**src/irc_fmt_pkg.sv**
```systemverilog
// ----------------------------------------------------------------------------
// Formatting code decoder package
// Shared payload types and control byte codes for the chat text formatting
// code decoder and its channel interfaces.
// ----------------------------------------------------------------------------
package irc_fmt_pkg;

   localparam logic [7:0] CODE_BOLD      = 8'h02;
   localparam logic [7:0] CODE_COLOR     = 8'h03;
   localparam logic [7:0] CODE_BELL      = 8'h07;
   localparam logic [7:0] CODE_HIDDEN    = 8'h08;
   localparam logic [7:0] CODE_RESET     = 8'h0F;
   localparam logic [7:0] CODE_REVERSE   = 8'h16;
   localparam logic [7:0] CODE_ITALIC    = 8'h1D;
   localparam logic [7:0] CODE_STRIKE    = 8'h1E;
   localparam logic [7:0] CODE_UNDERLINE = 8'h1F;
   localparam logic [7:0] CHAR_COMMA     = 8'h2C;
   localparam logic [7:0] CHAR_ZERO      = 8'h30;
   localparam logic [7:0] CHAR_NINE      = 8'h39;

   // Color index meaning "use the default color".
   localparam logic signed [7:0] COLOR_DEFAULT = -8'sd1;

   // Attribute flag positions.
   localparam int FLAG_BOLD      = 0;
   localparam int FLAG_ITALIC    = 1;
   localparam int FLAG_UNDERLINE = 2;
   localparam int FLAG_STRIKE    = 3;
   localparam int FLAG_REVERSE   = 4;
   localparam int FLAG_HIDDEN    = 5;
   localparam int FLAG_COUNT     = 6;

   typedef struct packed {
      logic [7:0] byte_in;
      logic       line_start;
   } req_payload_type;

   typedef struct packed {
      logic [7:0]        char_out;
      logic              is_bold;
      logic              is_italic;
      logic              is_underline;
      logic              is_strike;
      logic              is_reverse;
      logic              is_hidden;
      logic signed [7:0] fore_color;
      logic signed [7:0] back_color;
   } rsp_payload_type;

endpackage

```
**src/irc_fmt_req_if.sv**
```systemverilog
// ----------------------------------------------------------------------------
// Formatting code decoder request channel
// Valid/ready channel that carries one raw message byte per transfer.
// ----------------------------------------------------------------------------
interface irc_fmt_req_if;
   logic                         valid;
   logic                         ready;
   irc_fmt_pkg::req_payload_type payload;

   modport source (output valid, output payload, input ready);
   modport sink   (input valid, input payload, output ready);
endinterface

```
**src/irc_fmt_rsp_if.sv**
```systemverilog
// ----------------------------------------------------------------------------
// Formatting code decoder response channel
// Valid/ready channel that carries one text byte and its attributes per
// transfer.
// ----------------------------------------------------------------------------
interface irc_fmt_rsp_if;
   logic                         valid;
   logic                         ready;
   irc_fmt_pkg::rsp_payload_type payload;

   modport source (output valid, output payload, input ready);
   modport sink   (input valid, input payload, output ready);
endinterface

```
**src/irc_format_code_decoder_core.sv**
```systemverilog
// ----------------------------------------------------------------------------
// Formatting code decoder core
// Strips chat formatting control codes from a byte stream and tags each
// remaining text byte with the attributes and colors in force.
// ----------------------------------------------------------------------------
//
//   Channel    Direction  Per transfer
//   req_chan   in         one raw byte and a line start flag
//   rsp_chan   out        one text byte with six attribute flags and two colors
//
// Each byte passes through the decode stage, and a new byte can be taken
// every cycle while the output is not stalled; the bound is the single update of the format state.
// Each byte is held in the input register, then its response in the output register.
// Formatting control codes and bytes eaten by a color sequence produce no response.
// The synchronous reset clears the format state and both pipeline stages.
// A stalled response holds the output register, and the input register and
// request ready back up behind it only while the output is still occupied.
// ----------------------------------------------------------------------------
module irc_format_code_decoder_core (
   input logic               clock,
   input logic               reset,
   irc_fmt_req_if.sink       req_chan,
   irc_fmt_rsp_if.source     rsp_chan
);

   // Color sequence progress. The background phases remember whether any
   // foreground digits were given before the comma.
   typedef enum logic [1:0] {
      PH_IDLE,
      PH_FG,
      PH_BG_NOF,
      PH_BG_F
   } phase_type;

   // Input register stage.
   logic                         in_valid_ff;
   irc_fmt_pkg::req_payload_type in_data_ff;

   // Format state.
   logic [irc_fmt_pkg::FLAG_COUNT-1:0] attr_ff, attr_in;
   logic signed [7:0]                  fore_ff, fore_in;
   logic signed [7:0]                  back_ff, back_in;
   phase_type                          phase_ff, phase_in;
   logic [6:0]                         fore_acc_ff, fore_acc_in;
   logic [6:0]                         back_acc_ff, back_acc_in;
   logic [1:0]                         digits_ff, digits_in;

   // Output register stage.
   logic                         out_valid_ff;
   irc_fmt_pkg::rsp_payload_type out_data_ff;

   logic                         emit;
   irc_fmt_pkg::rsp_payload_type result;
   logic                         advance;

   // The decode stage moves on whenever the output register is free or is
   // being drained in this cycle.
   assign advance        = !out_valid_ff || rsp_chan.ready;
   assign req_chan.ready = !in_valid_ff || advance;

   assign rsp_chan.valid   = out_valid_ff;
   assign rsp_chan.payload = out_data_ff;

   always_comb begin
      logic [7:0] b;
      logic       is_digit;
      logic       handled;
      logic [7:0] acc_sum;

      b        = in_data_ff.byte_in;
      is_digit = (b >= irc_fmt_pkg::CHAR_ZERO) && (b <= irc_fmt_pkg::CHAR_NINE);
      handled  = 1'b0;
      emit     = 1'b0;
      acc_sum  = 8'd0;

      attr_in     = attr_ff;
      fore_in     = fore_ff;
      back_in     = back_ff;
      phase_in    = phase_ff;
      fore_acc_in = fore_acc_ff;
      back_acc_in = back_acc_ff;
      digits_in   = digits_ff;

      // A new message drops all formatting and any open color sequence.
      if (in_data_ff.line_start) begin
         attr_in     = '0;
         fore_in     = irc_fmt_pkg::COLOR_DEFAULT;
         back_in     = irc_fmt_pkg::COLOR_DEFAULT;
         phase_in    = PH_IDLE;
         fore_acc_in = '0;
         back_acc_in = '0;
         digits_in   = '0;
      end

      unique case (phase_in)
         PH_FG: begin
            if (is_digit && digits_in < 2'd2) begin
               acc_sum     = 8'({1'b0, fore_acc_in} * 8'd10) + {4'd0, b[3:0]};
               fore_acc_in = acc_sum[6:0];
               digits_in   = digits_in + 2'd1;
               handled     = 1'b1;
            end else if (b == irc_fmt_pkg::CHAR_COMMA) begin
               phase_in    = (digits_in != 2'd0) ? PH_BG_F : PH_BG_NOF;
               digits_in   = '0;
               back_acc_in = '0;
               handled     = 1'b1;
            end else begin
               if (digits_in == 2'd0) begin
                  fore_in = irc_fmt_pkg::COLOR_DEFAULT;
                  back_in = irc_fmt_pkg::COLOR_DEFAULT;
               end else begin
                  fore_in = {1'b0, fore_acc_in};
               end
               phase_in  = PH_IDLE;
               digits_in = '0;
            end
         end
         PH_BG_NOF, PH_BG_F: begin
            if (is_digit && digits_in < 2'd2) begin
               acc_sum     = 8'({1'b0, back_acc_in} * 8'd10) + {4'd0, b[3:0]};
               back_acc_in = acc_sum[6:0];
               digits_in   = digits_in + 2'd1;
               handled     = 1'b1;
            end else begin
               if (phase_in == PH_BG_NOF && digits_in == 2'd0) begin
                  // A lone comma after the color code resets both colors.
                  fore_in = irc_fmt_pkg::COLOR_DEFAULT;
                  back_in = irc_fmt_pkg::COLOR_DEFAULT;
               end else begin
                  if (phase_in == PH_BG_F) begin
                     fore_in = {1'b0, fore_acc_in};
                  end
                  if (digits_in != 2'd0) begin
                     back_in = {1'b0, back_acc_in};
                  end
               end
               phase_in  = PH_IDLE;
               digits_in = '0;
            end
         end
         PH_IDLE: begin
         end
         default: begin
         end
      endcase

      // The byte that closed a color sequence is decoded like any other.
      if (!handled) begin
         unique case (b)
            irc_fmt_pkg::CODE_BOLD:
               attr_in[irc_fmt_pkg::FLAG_BOLD] = !attr_in[irc_fmt_pkg::FLAG_BOLD];
            irc_fmt_pkg::CODE_ITALIC:
               attr_in[irc_fmt_pkg::FLAG_ITALIC] = !attr_in[irc_fmt_pkg::FLAG_ITALIC];
            irc_fmt_pkg::CODE_UNDERLINE:
               attr_in[irc_fmt_pkg::FLAG_UNDERLINE] =
                  !attr_in[irc_fmt_pkg::FLAG_UNDERLINE];
            irc_fmt_pkg::CODE_STRIKE:
               attr_in[irc_fmt_pkg::FLAG_STRIKE] = !attr_in[irc_fmt_pkg::FLAG_STRIKE];
            irc_fmt_pkg::CODE_REVERSE:
               attr_in[irc_fmt_pkg::FLAG_REVERSE] = !attr_in[irc_fmt_pkg::FLAG_REVERSE];
            irc_fmt_pkg::CODE_HIDDEN:
               attr_in[irc_fmt_pkg::FLAG_HIDDEN] = !attr_in[irc_fmt_pkg::FLAG_HIDDEN];
            irc_fmt_pkg::CODE_RESET: begin
               attr_in = '0;
               fore_in = irc_fmt_pkg::COLOR_DEFAULT;
               back_in = irc_fmt_pkg::COLOR_DEFAULT;
            end
            irc_fmt_pkg::CODE_BELL: begin
            end
            irc_fmt_pkg::CODE_COLOR: begin
               phase_in    = PH_FG;
               fore_acc_in = '0;
               back_acc_in = '0;
               digits_in   = '0;
            end
            default:
               emit = 1'b1;
         endcase
      end

      result.char_out     = b;
      result.is_bold      = attr_in[irc_fmt_pkg::FLAG_BOLD];
      result.is_italic    = attr_in[irc_fmt_pkg::FLAG_ITALIC];
      result.is_underline = attr_in[irc_fmt_pkg::FLAG_UNDERLINE];
      result.is_strike    = attr_in[irc_fmt_pkg::FLAG_STRIKE];
      result.is_reverse   = attr_in[irc_fmt_pkg::FLAG_REVERSE];
      result.is_hidden    = attr_in[irc_fmt_pkg::FLAG_HIDDEN];
      result.fore_color   = fore_in;
      result.back_color   = back_in;
   end

   always_ff @(posedge clock) begin
      if (reset) begin
         in_valid_ff  <= 1'b0;
         out_valid_ff <= 1'b0;
         attr_ff      <= '0;
         fore_ff      <= irc_fmt_pkg::COLOR_DEFAULT;
         back_ff      <= irc_fmt_pkg::COLOR_DEFAULT;
         phase_ff     <= PH_IDLE;
         fore_acc_ff  <= '0;
         back_acc_ff  <= '0;
         digits_ff    <= '0;
      end else begin
         if (req_chan.ready) begin
            in_valid_ff <= req_chan.valid;
            in_data_ff  <= req_chan.payload;
         end
         if (advance) begin
            out_valid_ff <= in_valid_ff && emit;
            if (in_valid_ff) begin
               out_data_ff <= result;
               attr_ff     <= attr_in;
               fore_ff     <= fore_in;
               back_ff     <= back_in;
               phase_ff    <= phase_in;
               fore_acc_ff <= fore_acc_in;
               back_acc_ff <= back_acc_in;
               digits_ff   <= digits_in;
            end
         end
      end
   end

endmodule
```
**src/flat_wrapper.sv**
```systemverilog
// flat-port wrapper written by rule: the top's interface ports become plain ports
module irc_format_code_decoder_core_flat 
  (clock, reset, req_chan_valid, req_chan_payload, req_chan_ready, rsp_chan_valid, rsp_chan_payload, rsp_chan_ready);
  irc_fmt_req_if req_chan_i ();
  irc_fmt_rsp_if rsp_chan_i ();
  input logic clock;
  input logic reset;
  input wire logic [$bits(req_chan_i.valid)-1:0] req_chan_valid;
  input wire logic [$bits(req_chan_i.payload)-1:0] req_chan_payload;
  output wire logic [$bits(req_chan_i.ready)-1:0] req_chan_ready;
  output wire logic [$bits(rsp_chan_i.valid)-1:0] rsp_chan_valid;
  output wire logic [$bits(rsp_chan_i.payload)-1:0] rsp_chan_payload;
  input wire logic [$bits(rsp_chan_i.ready)-1:0] rsp_chan_ready;
  assign req_chan_i.valid = req_chan_valid;
  assign req_chan_i.payload = req_chan_payload;
  assign req_chan_ready = req_chan_i.ready;
  assign rsp_chan_valid = rsp_chan_i.valid;
  assign rsp_chan_payload = rsp_chan_i.payload;
  assign rsp_chan_i.ready = rsp_chan_ready;
  irc_format_code_decoder_core u_core (.clock(clock), .reset(reset), .req_chan(req_chan_i), .rsp_chan(rsp_chan_i));
endmodule
```
**config.mk**
```make
export PLATFORM = sky130hd
export DESIGN_NAME = irc_format_code_decoder_core_flat
export DESIGN_NICKNAME = d
export VERILOG_FILES = /design/src/irc_fmt_pkg.sv /design/src/irc_fmt_req_if.sv /design/src/irc_fmt_rsp_if.sv /design/src/irc_format_code_decoder_core.sv /design/src/flat_wrapper.sv
export SDC_FILE = /design/constraint.sdc
export NUM_CORES = 1
export LEC_CHECK = 0
export CELL_PAD_IN_SITES_DETAIL_PLACEMENT = 0
export CELL_PAD_IN_SITES_GLOBAL_PLACEMENT = 1
export CORE_ASPECT_RATIO = 1.4
export CORE_UTILIZATION = 45
export DETAILED_ROUTE_END_ITERATION = 10
export DONT_BUFFER_PORTS = 1
export PLACE_DENSITY_LB_ADDON = 0.1
export SYNTH_ARGS = -nofsm -noshare
export SYNTH_HDL_FRONTEND = slang
export SYNTH_SLANG_ARGS = --single-unit
```
**constraint.sdc**
```tcl
create_clock -name clock -period 2.8 [get_ports clock]
set_input_delay 0.56 -clock clock [delete_from_list [all_inputs] [get_ports clock]]
set_output_delay 0.56 -clock clock [all_outputs]
set_load 0.02 [all_outputs]
```
==> metrics.log <==
INFO  metric type_of_element_launching_the_critical_path = flop
INFO  metric fp.dieH = 120 microns
INFO  metric first_pass_grt_wire_length = 17400 microns
INFO  metric swShare = about 24%
INFO  metric synth.area.top_cells = sky130_fd_sc_hd__edfxtp_1 (26%), sky130_fd_sc_hd__dfxtp_1 (19%), sky130_fd_sc_hd__a21oi_1 (4.0%), sky130_fd_sc_hd__nand2_1 (4.0%), sky130_fd_sc_hd__nor2_1 (3.5%)
INFO  metric main_combinational_cell_family_by_area_after_synthesis = simple AND/OR/NAND/NOR gates
INFO  metric floorplan.die_area = a little over 10000 sq um
INFO  metric timing.final.max_slew_violations = 0
INFO  metric dpl_cell_area = 4620 sq um
INFO  metric ios = 45
INFO  metric insertedDiodeCount = 0
INFO  metric cts_tree = done
INFO  metric worstHoldPathType = in -> reg
INFO  metric clock_skew = 6.48 ps
INFO  metric final_cell_area = 4930 sq um
INFO  metric globalplace.congestion = 0.861
INFO  metric worst_hold_slack = 284 ps
INFO  metric largest_net_degree_at_the_start_of_global_routing = 36
INFO  metric critPathBufInv = 2
INFO  metric power_density = 543 nW/um^2
INFO  metric share_of_the_synthesized_area_in_the_top_cell_type = approximately a quarter
INFO  metric post-cts-setup-buffer-count = 0
INFO  metric yosys_reg_bits = 81
INFO  metric max_cap_viol_count = 0
INFO  metric min_to = u_core.in_valid_ff
INFO  metric worst_r2r_startpoint = u_core.in_data_ff[0]
INFO  metric synthDominantAreaCellType = sky130_fd_sc_hd__edfxtp_1
INFO  metric initial_antenna_violation_count = 0
INFO  metric max_stage_delay = 420 ps
INFO  metric final_min_period = 2360 ps
INFO  metric vdd.ir_drop.worst = 0.000407 V
INFO  metric initial_utilization = 46.8%
INFO  metric critPathLaunch = u_core.in_data_ff[0]
INFO  metric non_filler_instance_count_after_layout = 605
INFO  metric fraction_of_layout_cells_with_a_size_suffix_above_1 = 13.1%
INFO  metric r2r_setup_slack = ~440 ps
INFO  metric relSlewSlack = 44.8%
INFO  metric detailed_place_hpwl = approximately 7500 microns
INFO  metric reg_power_share = 48.5%
INFO  metric ctsLongestPathBuffers = 2
INFO  metric synth_fa_ha_area_share = under 10%
INFO  metric synthFlopType = sky130_fd_sc_hd__dfxtp_1
INFO  metric nNetsFinal = 494
INFO  metric dp_cells = 589
INFO  metric synth_enable_flop_cells = 39
INFO  metric route.final.wire_length = between 10000 and 15000 microns
INFO  metric synth-compound-area-share = 20.6%
INFO  metric internal_power_consumption = 2.02 mW
INFO  metric die_w = 86.0 microns
INFO  metric ant_nets = 0
INFO  metric slowest_stage = sky130_fd_sc_hd__edfxtp_1
INFO  metric setup.worst_path.class = reg -> reg
INFO  metric capturing_element_type_of_the_critical_path = flop
INFO  metric power_frac_clock = 44.9%
INFO  metric min_from = reset
INFO  metric grt.overflow.total = 0
INFO  metric core = 9510 sq um
INFO  metric area_growth = 10.7%
INFO  metric via_count_of_the_first_global_routing_pass = 3395
INFO  metric synth-seq-area-share = between 40% and 50%
INFO  metric fraction_of_synthesized_area_in_multiplexers = 1.18%
INFO  metric p_comb_share = 6.6%
INFO  metric critical_path.reg2reg.endpoint = u_core.rsp_chan.payload[8]
INFO  metric path_max_fanout = 18
INFO  metric slew_at_the_pin_closest_to_its_max_slew_limit = 827 ps
INFO  metric syn_area_per_cell = 9.55 sq um
INFO  metric routed_via_density = 5.67
INFO  metric placement_rows = 42
INFO  metric post_cts.resized_instances = 0
INFO  metric timing_limited_maximum_frequency = 423 MHz
INFO  metric worst_hold_path.num_cells = 1
INFO  metric mappedNetlistArea = 4450 sq um
INFO  metric cp_top_family = simple AND/OR/NAND/NOR gates
INFO  metric synthesis.instances = 466
INFO  metric dp_slack = 464 ps
INFO  metric switching_power = 0.654 mW
INFO  metric synthDistinctLibCells = 68
INFO  metric cellLeakagePower = between 1.5 and 2 nW
INFO  metric detail_route.drc_violations = 0
INFO  metric arrival = 2460 ps
INFO  metric layout_commonest_cell = sky130_fd_sc_hd__nand2_1
INFO  metric layout.cells.most_common_list = sky130_fd_sc_hd__nand2_1 (48), sky130_fd_sc_hd__nor2_1 (42), sky130_fd_sc_hd__dfxtp_1 (42), sky130_fd_sc_hd__edfxtp_1 (39), sky130_fd_sc_hd__a21oi_1 (36)
INFO  metric clock-sinks = 81
INFO  metric clk_pin_slew = around 60 ps
INFO  metric p_total = 2.67 mW
INFO  metric unrepaired_setup_endpoints_after_global_routing = no
INFO  metric ys_async_sr_fraction = 0%
INFO  metric worst_skew_pair.late_latency = roughly 340 ps
INFO  metric htree_levels = 3
INFO  metric critPathRequiredTime = 2900 ps
INFO  metric finalCritPeriodShare = 84.4%
INFO  metric path_cells = buf_4 > nand2b_1 > ha_1 > buf_4 > nand2b_1 > a21oi_1 > a21oi_1 > nand2_1 > nand2_1
INFO  metric detail_route.first_pass.iterations = 4
INFO  metric post_drt_wl_per_cell = 17.7 microns
INFO  metric port-buffer-count = 0
INFO  metric clk_root_buffer_cell = sky130_fd_sc_hd__clkbuf_16
INFO  metric post-route-worst-setup-slack = approximately 440 ps
INFO  metric finalSetupTns = 0 ps
INFO  metric ff2ff_path_depth = 9
INFO  metric yosys_warnings = 0
INFO  metric post_synthesis_net_count = between 400 and 500
INFO  metric setup-violations-final = 0
INFO  metric hold_viol_final = 0
INFO  metric num_vias = 3430
INFO  metric postLayoutCoreUtil = 51.8%
INFO  metric grt_util_all_layers = 22.1%
INFO  metric run_status = completed
INFO  metric cts-buffers-inserted = 9
INFO  metric drt-initial-drc-count = approximately 190
INFO  metric number_of_hold_buffers_added_after_cts = 0
INFO  metric yosys.area_share.xor_xnor = just over 4%
INFO  metric post_synth_and_or_nand_nor_area_fraction = between 20% and 30%
-- power groups by stage --
stage          sequential, mW  combinational (mW)  clock, mW
6_report                 1.30               0.177       1.20
5_1_grt                  1.30               0.196       1.28
4_1_cts                  1.30               0.179       1.23
3_5_place_dp             1.32               0.177          0
3_3_place_gp             1.32               0.177          0
2_1_floorplan            1.31               0.139          0
-- cells by family (layout without fill, tap and decap cells) --
group,count (synthesis),count (layout)
multiplexers,5,5
AO/OA/AOI/OAI,129,129
AND/OR/NAND/NOR,179,179
buffers and inverters,35,42
flip-flops,81,81
adder cells (fa/ha/maj),16,16
XOR/XNOR,21,21
-- worst max path at each step --
stage | end | slack (ps) | cells past startpoint
after floorplan | u_core.fore_acc_ff[0] | 160 | 6
after global placement | u_core.rsp_chan.payload[9] | 500 | 9
after detailed placement | u_core.rsp_chan.payload[8] | 460 | 9
after CTS | u_core.rsp_chan.payload[9] | 430 | 9
after global routing | u_core.rsp_chan.payload[8] | 250 | 9
final | u_core.rsp_chan.payload[8] | 440 | 9
-- per-layer routing --
| layer | track usage [%] | vias up | part of all wire [%] |
|---|---|---|---|
| met5 | 0 | - | 0 |
| met4 | 11.6 | 0 | 3.0 |
| met3 | 4.54 | 22 | 3.5 |
| met2 | 35.6 | 91 | 48 |
| met1 | 27.8 | 1601 | 46 |
| li1 | - | 1716 | - |
-- area by class of cell --
type | instances | area [sq um]
sequential | 81 | 2010
fill | 893 | 4590
tap | 132 | 165
clock buffer | 9 | 225
inverter | 10 | 37.5
timing repair buffer | 16 | 120
clock inverter | 7 | 77.6
multi-input combinational | 350 | 2290
-- sequential cells by signal, indices dropped and copies added (netlist names) --
signal,flops
u_core.back_ff,8
u_core.fore_acc_ff,7
u_core.fore_ff,8
u_core.back_acc_ff,7
u_core.phase_ff,2
u_core.in_valid_ff,1
u_core.attr_ff,6
u_core.rsp_chan.valid,1
u_core.rsp_chan.payload,30
u_core.in_data_ff,9
u_core.digits_ff,2
-- synth_stat cells (3+ instances only) --
cell,n
sky130_fd_sc_hd__a22o_1,15
sky130_fd_sc_hd__a31oi_1,6
sky130_fd_sc_hd__nor3_2,4
sky130_fd_sc_hd__o211ai_1,7
sky130_fd_sc_hd__a22oi_1,4
sky130_fd_sc_hd__and3_1,3
sky130_fd_sc_hd__ha_1,11
sky130_fd_sc_hd__nor2_1,42
sky130_fd_sc_hd__a221o_1,4
sky130_fd_sc_hd__a21oi_2,3
sky130_fd_sc_hd__xor2_1,6
sky130_fd_sc_hd__nand2b_1,8
sky130_fd_sc_hd__buf_2,6
sky130_fd_sc_hd__nor3_1,13
sky130_fd_sc_hd__edfxtp_1,39
sky130_fd_sc_hd__dfxtp_1,42
sky130_fd_sc_hd__o21a_1,3
sky130_fd_sc_hd__nand3b_1,3
sky130_fd_sc_hd__maj3_1,3
sky130_fd_sc_hd__o221a_2,6
sky130_fd_sc_hd__o21ai_0,21
sky130_fd_sc_hd__mux2i_1,3
sky130_fd_sc_hd__nand3_1,16
sky130_fd_sc_hd__nand2_1,48
sky130_fd_sc_hd__inv_1,10
sky130_fd_sc_hd__a21oi_1,36
sky130_fd_sc_hd__o32ai_1,4
sky130_fd_sc_hd__xnor2_1,15
sky130_fd_sc_hd__clkbuf_1,14
sky130_fd_sc_hd__and2_1,6
sky130_fd_sc_hd__nor2b_1,17
(Power assumes the default switching activity.)
